**config.mk**
```make
export PLATFORM = sky130hd
export DESIGN_NAME = heading_rate_limiter_flat
export DESIGN_NICKNAME = d
export VERILOG_FILES = /design/src/design/hrl_pkg.sv /design/src/design/hrl_if.sv /design/src/design/hrl_sermac.sv /design/src/design/hrl_isqrt.sv /design/src/design/heading_rate_limiter.sv /design/src/flat_wrapper.sv
export SDC_FILE = /design/constraint.sdc
export NUM_CORES = 2
export LEC_CHECK = 0
export ABC_AREA = 1
export BUFFER_PORTS_ARGS = -buffer_cell sky130_fd_sc_hd__buf_2
export CAP_MARGIN = 20
export CORE_MARGIN = 10
export CORE_UTILIZATION = 45
export DETAILED_ROUTE_END_ITERATION = 7
export GPL_ROUTABILITY_DRIVEN = 0
export PLACE_DENSITY = 0.64
export SYNTH_ARGS = -nofsm -noshare
export SYNTH_HDL_FRONTEND = slang
export SYNTH_SLANG_ARGS = --single-unit
export TNS_END_PERCENT = 10
```
**constraint.sdc**
```tcl
create_clock -name clk -period 10.2 [get_ports clk]
set_input_delay 0 -clock clk [delete_from_list [all_inputs] [get_ports clk]]
set_output_delay 0 -clock clk [all_outputs]
set_load 0.005 [all_outputs]
```
**src/design/hrl_pkg.sv**
```systemverilog
// Shared widths, constants and a helper function for the heading rate limiter.
package hrl_pkg;

	// field widths
	localparam int COORD_W = 32;
	localparam int ANG_W = 16;
	localparam int RATE_W = 24;

	// serial multiply-accumulate unit: three 24-bit multiplicands, 25-bit multipliers
	localparam int DQ_W = 24;
	localparam int MB_W = 25;
	localparam int HI_W = DQ_W + 2;
	localparam int PROD_W = HI_W + MB_W;
	localparam int CNT_W = 5;

	// square root unit
	localparam int RAD_W = 50;
	localparam int ROOT_W = RAD_W / 2;
	localparam int REM_W = ROOT_W + 1;

	// allowed turn
	localparam int SAT_LSB = 16;
	localparam int SAT_MSB = 32;

	localparam logic [RATE_W-1:0] RATE_RESET = RATE_W'(1024);

	// magnitude of a coordinate difference in 1/256 m units
	function automatic logic [DQ_W-1:0] diff_q8(input logic [COORD_W-1:0] a,
			input logic [COORD_W-1:0] b);
		logic [COORD_W:0] d;
		logic [COORD_W:0] m;
		d = {a[COORD_W-1], a} - {b[COORD_W-1], b};
		m = d[COORD_W] ? (~d + 1'b1) : d;
		return m[COORD_W-1:8];
	endfunction

endpackage

```
**src/design/hrl_if.sv**
```systemverilog
// Handshake channels for waypoints, headings and the rate register.
interface hrl_wp_if;
	import hrl_pkg::*;
	logic valid;
	logic ready;
	logic [COORD_W-1:0] waypoint_x;
	logic [COORD_W-1:0] waypoint_y;
	logic [COORD_W-1:0] waypoint_z;
	logic [ANG_W-1:0] heading_in;
	logic first_point;

	modport source (output valid, waypoint_x, waypoint_y, waypoint_z, heading_in,
		first_point, input ready);
	modport sink (input valid, waypoint_x, waypoint_y, waypoint_z, heading_in,
		first_point, output ready);
endinterface

interface hrl_hd_if;
	import hrl_pkg::*;
	logic valid;
	logic ready;
	logic [ANG_W-1:0] heading_out;
	logic was_limited;

	modport source (output valid, heading_out, was_limited, input ready);
	modport sink (input valid, heading_out, was_limited, output ready);
endinterface

interface hrl_cfg_if;
	import hrl_pkg::*;
	logic valid;
	logic ready;
	logic [RATE_W-1:0] max_turn_per_metre;

	modport source (output valid, max_turn_per_metre, input ready);
	modport sink (input valid, max_turn_per_metre, output ready);
endinterface

```
**src/design/hrl_sermac.sv**
```systemverilog
// Bit-serial sum of three products, one multiplier bit per cycle, LSB first.
module hrl_sermac
	import hrl_pkg::*;
(
	input  logic              clk,
	input  logic              arst_n,
	input  logic              start,
	input  logic [DQ_W-1:0]   a0,
	input  logic [DQ_W-1:0]   a1,
	input  logic [DQ_W-1:0]   a2,
	input  logic [MB_W-1:0]   b0,
	input  logic [MB_W-1:0]   b1,
	input  logic [MB_W-1:0]   b2,
	output logic              done,
	output logic [PROD_W-1:0] result
);

	logic [DQ_W-1:0] a0_q, a1_q, a2_q;
	logic [MB_W-1:0] b0_q, b1_q, b2_q;
	logic [HI_W-1:0] hi_q;
	logic [MB_W-1:0] lo_q;
	logic [CNT_W-1:0] cnt_q;
	logic busy_q, done_q;
	logic [HI_W:0] sum;

	// partial sum: upper accumulator plus the gated multiplicands
	assign sum = {1'b0, hi_q}
		+ (b0_q[0] ? (HI_W+1)'(a0_q) : '0)
		+ (b1_q[0] ? (HI_W+1)'(a1_q) : '0)
		+ (b2_q[0] ? (HI_W+1)'(a2_q) : '0);

	// control
	always_ff @(posedge clk or negedge arst_n) begin
		if (!arst_n) begin
			busy_q <= 1'b0;
			done_q <= 1'b0;
			cnt_q <= '0;
		end else if (start) begin
			busy_q <= 1'b1;
			done_q <= 1'b0;
			cnt_q <= '0;
		end else if (busy_q) begin
			cnt_q <= cnt_q + 1'b1;
			if (cnt_q == CNT_W'(MB_W - 1)) begin
				busy_q <= 1'b0;
				done_q <= 1'b1;
			end
		end else begin
			done_q <= 1'b0;
		end
	end

	// datapath: shift products right one bit per cycle
	always_ff @(posedge clk) begin
		if (start) begin
			a0_q <= a0;
			a1_q <= a1;
			a2_q <= a2;
			b0_q <= b0;
			b1_q <= b1;
			b2_q <= b2;
			hi_q <= '0;
			lo_q <= '0;
		end else if (busy_q) begin
			b0_q <= b0_q >> 1;
			b1_q <= b1_q >> 1;
			b2_q <= b2_q >> 1;
			hi_q <= sum[HI_W:1];
			lo_q <= {sum[0], lo_q[MB_W-1:1]};
		end
	end

	assign done = done_q;
	assign result = {hi_q, lo_q};

endmodule

```
**src/design/hrl_isqrt.sv**
```systemverilog
// Restoring integer square root, one root bit per cycle.
module hrl_isqrt
	import hrl_pkg::*;
(
	input  logic              clk,
	input  logic              arst_n,
	input  logic              start,
	input  logic [RAD_W-1:0]  radicand,
	output logic              done,
	output logic [ROOT_W-1:0] root
);

	logic [RAD_W-1:0] rad_q;
	logic [REM_W-1:0] rem_q;
	logic [ROOT_W-1:0] root_q;
	logic [CNT_W-1:0] cnt_q;
	logic busy_q, done_q;
	logic [REM_W+1:0] r2;
	logic [REM_W+1:0] trial;
	logic [REM_W+1:0] diff;
	logic fits;

	// trial subtraction of (4*root + 1) from the shifted remainder
	assign r2 = {rem_q, rad_q[RAD_W-1:RAD_W-2]};
	assign trial = (REM_W+2)'({root_q, 2'b01});
	assign fits = r2 >= trial;
	assign diff = r2 - trial;

	// control
	always_ff @(posedge clk or negedge arst_n) begin
		if (!arst_n) begin
			busy_q <= 1'b0;
			done_q <= 1'b0;
			cnt_q <= '0;
		end else if (start) begin
			busy_q <= 1'b1;
			done_q <= 1'b0;
			cnt_q <= '0;
		end else if (busy_q) begin
			cnt_q <= cnt_q + 1'b1;
			if (cnt_q == CNT_W'(ROOT_W - 1)) begin
				busy_q <= 1'b0;
				done_q <= 1'b1;
			end
		end else begin
			done_q <= 1'b0;
		end
	end

	// datapath: radicand shifts out two bits per cycle, MSB first
	always_ff @(posedge clk) begin
		if (start) begin
			rad_q <= radicand;
			rem_q <= '0;
			root_q <= '0;
		end else if (busy_q) begin
			rad_q <= {rad_q[RAD_W-3:0], 2'b00};
			if (fits) begin
				rem_q <= diff[REM_W-1:0];
				root_q <= {root_q[ROOT_W-2:0], 1'b1};
			end else begin
				rem_q <= r2[REM_W-1:0];
				root_q <= {root_q[ROOT_W-2:0], 1'b0};
			end
		end
	end

	assign done = done_q;
	assign root = root_q;

endmodule

```
**src/design/heading_rate_limiter.sv**
```systemverilog
// Heading slew-rate limiter over a path of waypoints (top level).
//
//  channel    | role   | word
//  -----------+--------+-------------------------------------------------
//  waypoint   | sink   | waypoint_x/y/z, heading_in, first_point
//  heading    | source | heading_out, was_limited
//  cfg        | sink   | max_turn_per_metre (always ready)
//
// A first point goes straight to the final stage; any other point runs the
// serial sum of squares, then the square root, then the scale multiply on
// the same serial multiply unit, with hand-over between them.
// One waypoint is in work at a time; the next is taken while the result waits.
// Reset clears stored position and heading to zero and the rate to 1024.
// A stalled result holds the final stage until the heading channel takes it.
module heading_rate_limiter
	import hrl_pkg::*;
(
	input  logic   clk,
	input  logic   arst_n,
	hrl_cfg_if.sink    cfg,
	hrl_wp_if.sink     waypoint,
	hrl_hd_if.source   heading
);

	typedef enum logic [4:0] {
		S_IDLE  = 5'b00001,
		S_SQ    = 5'b00010,
		S_ROOT  = 5'b00100,
		S_SCALE = 5'b01000,
		S_FIN   = 5'b10000
	} state_t;

	state_t state_q;

	logic [RATE_W-1:0] rate_q;
	logic [COORD_W-1:0] x_q, y_q, z_q;
	logic [COORD_W-1:0] prev_x_q, prev_y_q, prev_z_q;
	logic [ANG_W-1:0] hin_q, prev_h_q;
	logic first_q;
	logic mac_start_q;
	logic out_valid_q;
	logic [ANG_W-1:0] out_h_q;
	logic out_lim_q;

	logic accept;
	logic mac_start, mac_done, sq_done;
	logic [DQ_W-1:0] dx, dy, dz;
	logic [DQ_W-1:0] a0, a1, a2;
	logic [MB_W-1:0] b0, b1, b2;
	logic [PROD_W-1:0] mac_result;
	logic root_start, root_done;
	logic [ROOT_W-1:0] root;
	logic fin_load;
	logic [ANG_W-1:0] allowed, draw, mag, hout;
	logic neg, limited;

	assign accept = waypoint.valid && waypoint.ready;
	assign waypoint.ready = (state_q == S_IDLE);
	assign cfg.ready = 1'b1;

	// rate register
	always_ff @(posedge clk or negedge arst_n) begin
		if (!arst_n) begin
			rate_q <= RATE_RESET;
		end else if (cfg.valid) begin
			rate_q <= cfg.max_turn_per_metre;
		end
	end

	// waypoint capture
	always_ff @(posedge clk) begin
		if (accept) begin
			x_q <= waypoint.waypoint_x;
			y_q <= waypoint.waypoint_y;
			z_q <= waypoint.waypoint_z;
			hin_q <= waypoint.heading_in;
			first_q <= waypoint.first_point;
		end
	end

	// segment differences against the stored position
	assign dx = diff_q8(x_q, prev_x_q);
	assign dy = diff_q8(y_q, prev_y_q);
	assign dz = diff_q8(z_q, prev_z_q);

	// multiply unit operands: squares first, then length times rate
	assign sq_done = mac_done && (state_q == S_SQ);
	assign root_start = sq_done;
	assign mac_start = mac_start_q || (root_done && (state_q == S_ROOT));

	always_comb begin
		if (state_q == S_ROOT) begin
			a0 = rate_q;
			b0 = root;
			a1 = '0;
			b1 = '0;
			a2 = '0;
			b2 = '0;
		end else begin
			a0 = dx;
			b0 = MB_W'(dx);
			a1 = dy;
			b1 = MB_W'(dy);
			a2 = dz;
			b2 = MB_W'(dz);
		end
	end

	hrl_sermac u_mac (
		.clk    (clk),
		.arst_n (arst_n),
		.start  (mac_start),
		.a0     (a0),
		.a1     (a1),
		.a2     (a2),
		.b0     (b0),
		.b1     (b1),
		.b2     (b2),
		.done   (mac_done),
		.result (mac_result)
	);

	hrl_isqrt u_sqrt (
		.clk      (clk),
		.arst_n   (arst_n),
		.start    (root_start),
		.radicand (mac_result[RAD_W-1:0]),
		.done     (root_done),
		.root     (root)
	);

	// allowed turn, saturated to the angle range
	assign allowed = (|mac_result[PROD_W-1:SAT_MSB]) ? '1
		: mac_result[SAT_MSB-1:SAT_LSB];

	// wrapped heading change and limiting
	assign draw = hin_q - prev_h_q;
	assign neg = draw[ANG_W-1];
	assign mag = neg ? (~draw + 1'b1) : draw;
	assign limited = !first_q && (mag > allowed);
	always_comb begin
		if (!limited) begin
			hout = hin_q;
		end else if (neg) begin
			hout = prev_h_q - allowed;
		end else begin
			hout = prev_h_q + allowed;
		end
	end

	assign fin_load = (state_q == S_FIN) && (!out_valid_q || heading.ready);

	// sequencer
	always_ff @(posedge clk or negedge arst_n) begin
		if (!arst_n) begin
			state_q <= S_IDLE;
			mac_start_q <= 1'b0;
		end else begin
			mac_start_q <= 1'b0;
			unique case (state_q)
				S_IDLE: begin
					if (accept) begin
						if (waypoint.first_point) begin
							state_q <= S_FIN;
						end else begin
							state_q <= S_SQ;
							mac_start_q <= 1'b1;
						end
					end
				end
				S_SQ: begin
					if (mac_done) state_q <= S_ROOT;
				end
				S_ROOT: begin
					if (root_done) state_q <= S_SCALE;
				end
				S_SCALE: begin
					if (mac_done) state_q <= S_FIN;
				end
				S_FIN: begin
					if (fin_load) state_q <= S_IDLE;
				end
				default: state_q <= S_IDLE;
			endcase
		end
	end

	// previous waypoint and heading
	always_ff @(posedge clk or negedge arst_n) begin
		if (!arst_n) begin
			prev_x_q <= '0;
			prev_y_q <= '0;
			prev_z_q <= '0;
			prev_h_q <= '0;
		end else if (fin_load) begin
			prev_x_q <= x_q;
			prev_y_q <= y_q;
			prev_z_q <= z_q;
			prev_h_q <= hout;
		end
	end

	// output register
	always_ff @(posedge clk or negedge arst_n) begin
		if (!arst_n) begin
			out_valid_q <= 1'b0;
		end else if (fin_load) begin
			out_valid_q <= 1'b1;
		end else if (heading.ready) begin
			out_valid_q <= 1'b0;
		end
	end

	always_ff @(posedge clk) begin
		if (fin_load) begin
			out_h_q <= hout;
			out_lim_q <= limited;
		end
	end

	assign heading.valid = out_valid_q;
	assign heading.heading_out = out_h_q;
	assign heading.was_limited = out_lim_q;

endmodule
```
**src/flat_wrapper.sv**
```systemverilog
// flat-port wrapper written by rule: the top's interface ports become plain ports
module heading_rate_limiter_flat import hrl_pkg::*;
  (clk, arst_n, cfg_valid, cfg_max_turn_per_metre, cfg_ready, waypoint_valid, waypoint_waypoint_x, waypoint_waypoint_y, waypoint_waypoint_z, waypoint_heading_in, waypoint_first_point, waypoint_ready, heading_valid, heading_heading_out, heading_was_limited, heading_ready);
  hrl_cfg_if cfg_i ();
  hrl_wp_if waypoint_i ();
  hrl_hd_if heading_i ();
  input  logic clk;
  input  logic arst_n;
  input wire logic [$bits(cfg_i.valid)-1:0] cfg_valid;
  input wire logic [$bits(cfg_i.max_turn_per_metre)-1:0] cfg_max_turn_per_metre;
  output wire logic [$bits(cfg_i.ready)-1:0] cfg_ready;
  input wire logic [$bits(waypoint_i.valid)-1:0] waypoint_valid;
  input wire logic [$bits(waypoint_i.waypoint_x)-1:0] waypoint_waypoint_x;
  input wire logic [$bits(waypoint_i.waypoint_y)-1:0] waypoint_waypoint_y;
  input wire logic [$bits(waypoint_i.waypoint_z)-1:0] waypoint_waypoint_z;
  input wire logic [$bits(waypoint_i.heading_in)-1:0] waypoint_heading_in;
  input wire logic [$bits(waypoint_i.first_point)-1:0] waypoint_first_point;
  output wire logic [$bits(waypoint_i.ready)-1:0] waypoint_ready;
  output wire logic [$bits(heading_i.valid)-1:0] heading_valid;
  output wire logic [$bits(heading_i.heading_out)-1:0] heading_heading_out;
  output wire logic [$bits(heading_i.was_limited)-1:0] heading_was_limited;
  input wire logic [$bits(heading_i.ready)-1:0] heading_ready;
  assign cfg_i.valid = cfg_valid;
  assign cfg_i.max_turn_per_metre = cfg_max_turn_per_metre;
  assign cfg_ready = cfg_i.ready;
  assign waypoint_i.valid = waypoint_valid;
  assign waypoint_i.waypoint_x = waypoint_waypoint_x;
  assign waypoint_i.waypoint_y = waypoint_waypoint_y;
  assign waypoint_i.waypoint_z = waypoint_waypoint_z;
  assign waypoint_i.heading_in = waypoint_heading_in;
  assign waypoint_i.first_point = waypoint_first_point;
  assign waypoint_ready = waypoint_i.ready;
  assign heading_valid = heading_i.valid;
  assign heading_heading_out = heading_i.heading_out;
  assign heading_was_limited = heading_i.was_limited;
  assign heading_i.ready = heading_ready;
  heading_rate_limiter u_core (.clk(clk), .arst_n(arst_n), .cfg(cfg_i), .waypoint(waypoint_i), .heading(heading_i));
endmodule
```
==> flow_metrics.env <==
export IMPL_outcome="finished clean"
export IMPL_cpMaxStageDelayCell="o21ai_0"
export IMPL_yosysMostFrequentCell="nand2_1"
export IMPL_slew_violations=0
export IMPL_clk_pin_slew_ns=0.06
export IMPL_grt_usage_pct=20.64
export IMPL_synth_top_flop_cell="edfxtp_1"
export IMPL_setup_viol=0
export IMPL_cts_sinks=584
export IMPL_timing_hold_ws_ns=0.01267
export IMPL_synth_top_area_share_pct=25.87
export IMPL_tightest_slew_ns=1.072
export IMPL_hold_viol_final=0
export IMPL_synthTopCellsByArea="edfxtp_1, nand2_1, dfrtp_1"
export IMPL_first_iter_violations=2543
export IMPL_period_share_pct=47.91
export IMPL_postSynthCellCount=4960
export IMPL_cts_max_path_buffers=3
export IMPL_dpl_hpwl_microns=74510
export IMPL_grt_pass1_vias=31080
export IMPL_fin_nets=5645
export IMPL_criticalPathCategory="register to register"
export IMPL_routed_wl_microns=99400
export IMPL_port_buffers=160
export IMPL_root_buffer="clkbuf_16"
export IMPL_syn_num_nets=5357
export IMPL_synth_common_cells="nand2_1, inv_1, o21ai_0, edfxtp_1, nor2_1"
export IMPL_post_cts_buffers=0
export IMPL_reg2reg_slack_ns=5.31
export IMPL_period_needed_ns=4.886
export IMPL_grt_max_degree=236
export IMPL_nFillCells=7933
export IMPL_max_stage_delay_ns=0.46
export IMPL_hold_path_class="input port to register"
export IMPL_ant_nets=0
export IMPL_clock_latency_ns=0.61
export IMPL_timing_rr_start="u_core.prev_h_q[1]$_DFFE_PN0P_"
export IMPL_numCtsBuffers=70
export IMPL_drive_above_1_share_pct=6.718
export IMPL_synth_edf_count=325
export IMPL_async_flop_share_pct=26.88
export IMPL_max_freq_mhz=204.7
export IMPL_antenna_cells=0
export IMPL_min_from="cfg_valid"
export IMPL_post_drt_wl_per_cell_microns=15.58
export IMPL_avgSynthCellArea_sq_um=7.607
export IMPL_cp_arrival_ns=5.25
export IMPL_rows=106
export IMPL_core_sq_mm=0.08342
export IMPL_end_kind="register"
export IMPL_via_count=32580
export IMPL_startpoint_type="register"
export IMPL_rr_endpoint="u_core.heading.heading_out[11]$_DFFE_PP_"
export IMPL_h_tree_depth=3
export IMPL_firstDrtPassIters=6
export IMPL_tns_ns=0
export IMPL_grt_pass1_wl_microns=161600
export IMPL_area_growth_pct=14.97
export IMPL_ys_seq_elements=584
export IMPL_crit_chain="inv_1 > ha_1 > nand3_1 > nand2_1 > a21oi_1 > o21ai_0 > nand3_1 > nand2_1 > nand2_1 > nand2_2 > inv_1 > nor2_1 > xor2_1 > ha_1 > a21o_1 > a31oi_1 > inv_1 > nand4_1 > o2111ai_1 > xor2_1 > or2_2 > o21a_1"
export IMPL_crit_fanout=19
export IMPL_die_h_microns=309.6
export IMPL_crit_end="u_core.heading.heading_out[11]$_DFFE_PP_"
export IMPL_multi_input_area_sq_mm=0.01839
export IMPL_crit_required_ns=10.56
export IMPL_relSlewSlack_pct=28.56
export IMPL_viasPerCell=5.107
export IMPL_fp_dieW_microns=309.6
export IMPL_skew_ns=0.02355
export IMPL_ys_warn_count=0
export IMPL_antenna_found_initial=0
export IMPL_synth_top_area_cell="edfxtp_1"
export IMPL_synth_area_sq_mm=0.03773
export IMPL_synth_seq_area_share_pct=41.70
export IMPL_cp_startpoint="u_core.prev_h_q[1]$_DFFE_PN0P_"
export IMPL_start_util_pct=45.23
export IMPL_grt_overflow_total=0
export IMPL_worst_r2r_path_depth=22
export IMPL_tritoncts="yes"
export IMPL_dieArea_sq_mm=0.09582
export IMPL_synth_distinct_cells=55
export IMPL_drcViolationCount=0
export IMPL_cap_violations=0
export IMPL_seq_area_sq_mm=0.01573
export IMPL_ios=162
export IMPL_rsz0062_at_grt="no"
cell type report:
type / instances / share of cell area [%]
clock buffers: 94 / 4.341
flip-flops and latches: 584 / 36.27
clock inverters: 29 / 0.7673
inverters: 838 / 7.257
multi-input cells: 3420 / 42.40
well taps: 1080 / 3.115
repair buffers: 334 / 5.855
layout by cell type, fill, tap and decap left out, drive strengths merged, types with 7 or more instances in the layout:
cell type,n
nand2,1473
inv,840
o21ai,384
nor2,326
edfxtp,325
nand3,264
a21oi,256
ha,202
buf,181
dfrtp,155
dlygate4sd3,153
dfxtp,102
clkbuf,94
nand4,91
xor2,75
nor3,58
fa,53
o22ai,47
xnor2,43
a22oi,24
nand3b,23
o21bai,21
clkinv,19
and3,12
a21o,11
a31oi,9
and2,7
nor4,7
o211ai,7
bufinv,7
layer usage:
metal | part of all wire [%] | up-vias | global-route usage (%)
met5 | 0 | - | 0
met4 | 2.7 | 0 | 5.664
met3 | 5.3 | 143 | 2.781
met2 | 45 | 825 | 33.25
met1 | 47 | 14970 | 28.84
li1 | - | 16630 | -
sequential cells by signal (all words and copies together), names as in the netlist, 16 cells and up:
name                        count
u_core.u_mac.b1_q              24
u_core.u_mac.a0_q              24
u_core.heading.heading_out     16
u_core.prev_z_q                32
u_core.prev_y_q                32
u_core.x_q                     32
u_core.u_sqrt.rem_q            26
u_core.u_mac.hi_q              26
u_core.prev_x_q                32
u_core.u_mac.b0_q              25
u_core.u_mac.a1_q              24
u_core.u_mac.b2_q              24
u_core.u_mac.lo_q              25
u_core.u_sqrt.rad_q            50
u_core.u_sqrt.root             25
u_core.prev_h_q                16
u_core.y_q                     32
u_core.hin_q                   16
u_core.z_q                     32
u_core.rate_q                  24
u_core.u_mac.a2_q              24
critical path: cells and delay by family, from the launching register on:
family	cells	cell delay, ns
AOI/OAI and AO/OA	6	1.36
xor gates and xnor gates	2	0.41
adders and majority gates	2	0.60
buffers and inverters	3	0.52
DFF	1	0.40
and+or+nand+nor	9	1.36
worst min path at each step:
stage          cells after the start  slack [ns]                               end
2_1_floorplan                      0       -0.30  u_core.heading.valid$_DFFE_PN0P_
3_3_place_gp                       1        0.04      u_core.rate_q[1]$_DFFE_PN0P_
3_5_place_dp                       1        0.05      u_core.rate_q[1]$_DFFE_PN0P_
4_1_cts                            3      0.0002      u_core.rate_q[6]$_DFFE_PN0P_
5_1_grt                            3        0.03     u_core.rate_q[20]$_DFFE_PN0P_
6_report                           3        0.01     u_core.rate_q[20]$_DFFE_PN0P_
cell families (layout without fill, tap and decap cells):
logic type,after synthesis,after routing,synth area share (%)
buf+inv,956,1295,9.660
xor+xnor,118,118,2.869
simple gates,2267,2267,25.02
flops,584,584,41.70
compound gates,779,779,11.23
other cells,1,1,0.009939
fa+ha+maj,255,255,9.511
metrics by stage:
stage	cell area [sq um]	util, %	instances	setup slack (ns)
3_5_place_dp	39580	47.44	6100	5.270
4_1_cts	43350	51.97	6377	5.261
6_report	43380	52.00	6379	5.314
2_1_floorplan	37730	-	4960	3.834
3_3_place_gp	39580	47.44	6100	5.312
5_1_grt	43380	52.00	6379	4.668
timing repair:
item	CTS	global route
hold buffers	154	0
endpoints found under the hold margin	212	0
gates resized for setup	0	0
Power is not shown: default switching activity piles up to over one toggle a cycle in this logic, so the estimate is an artifact.
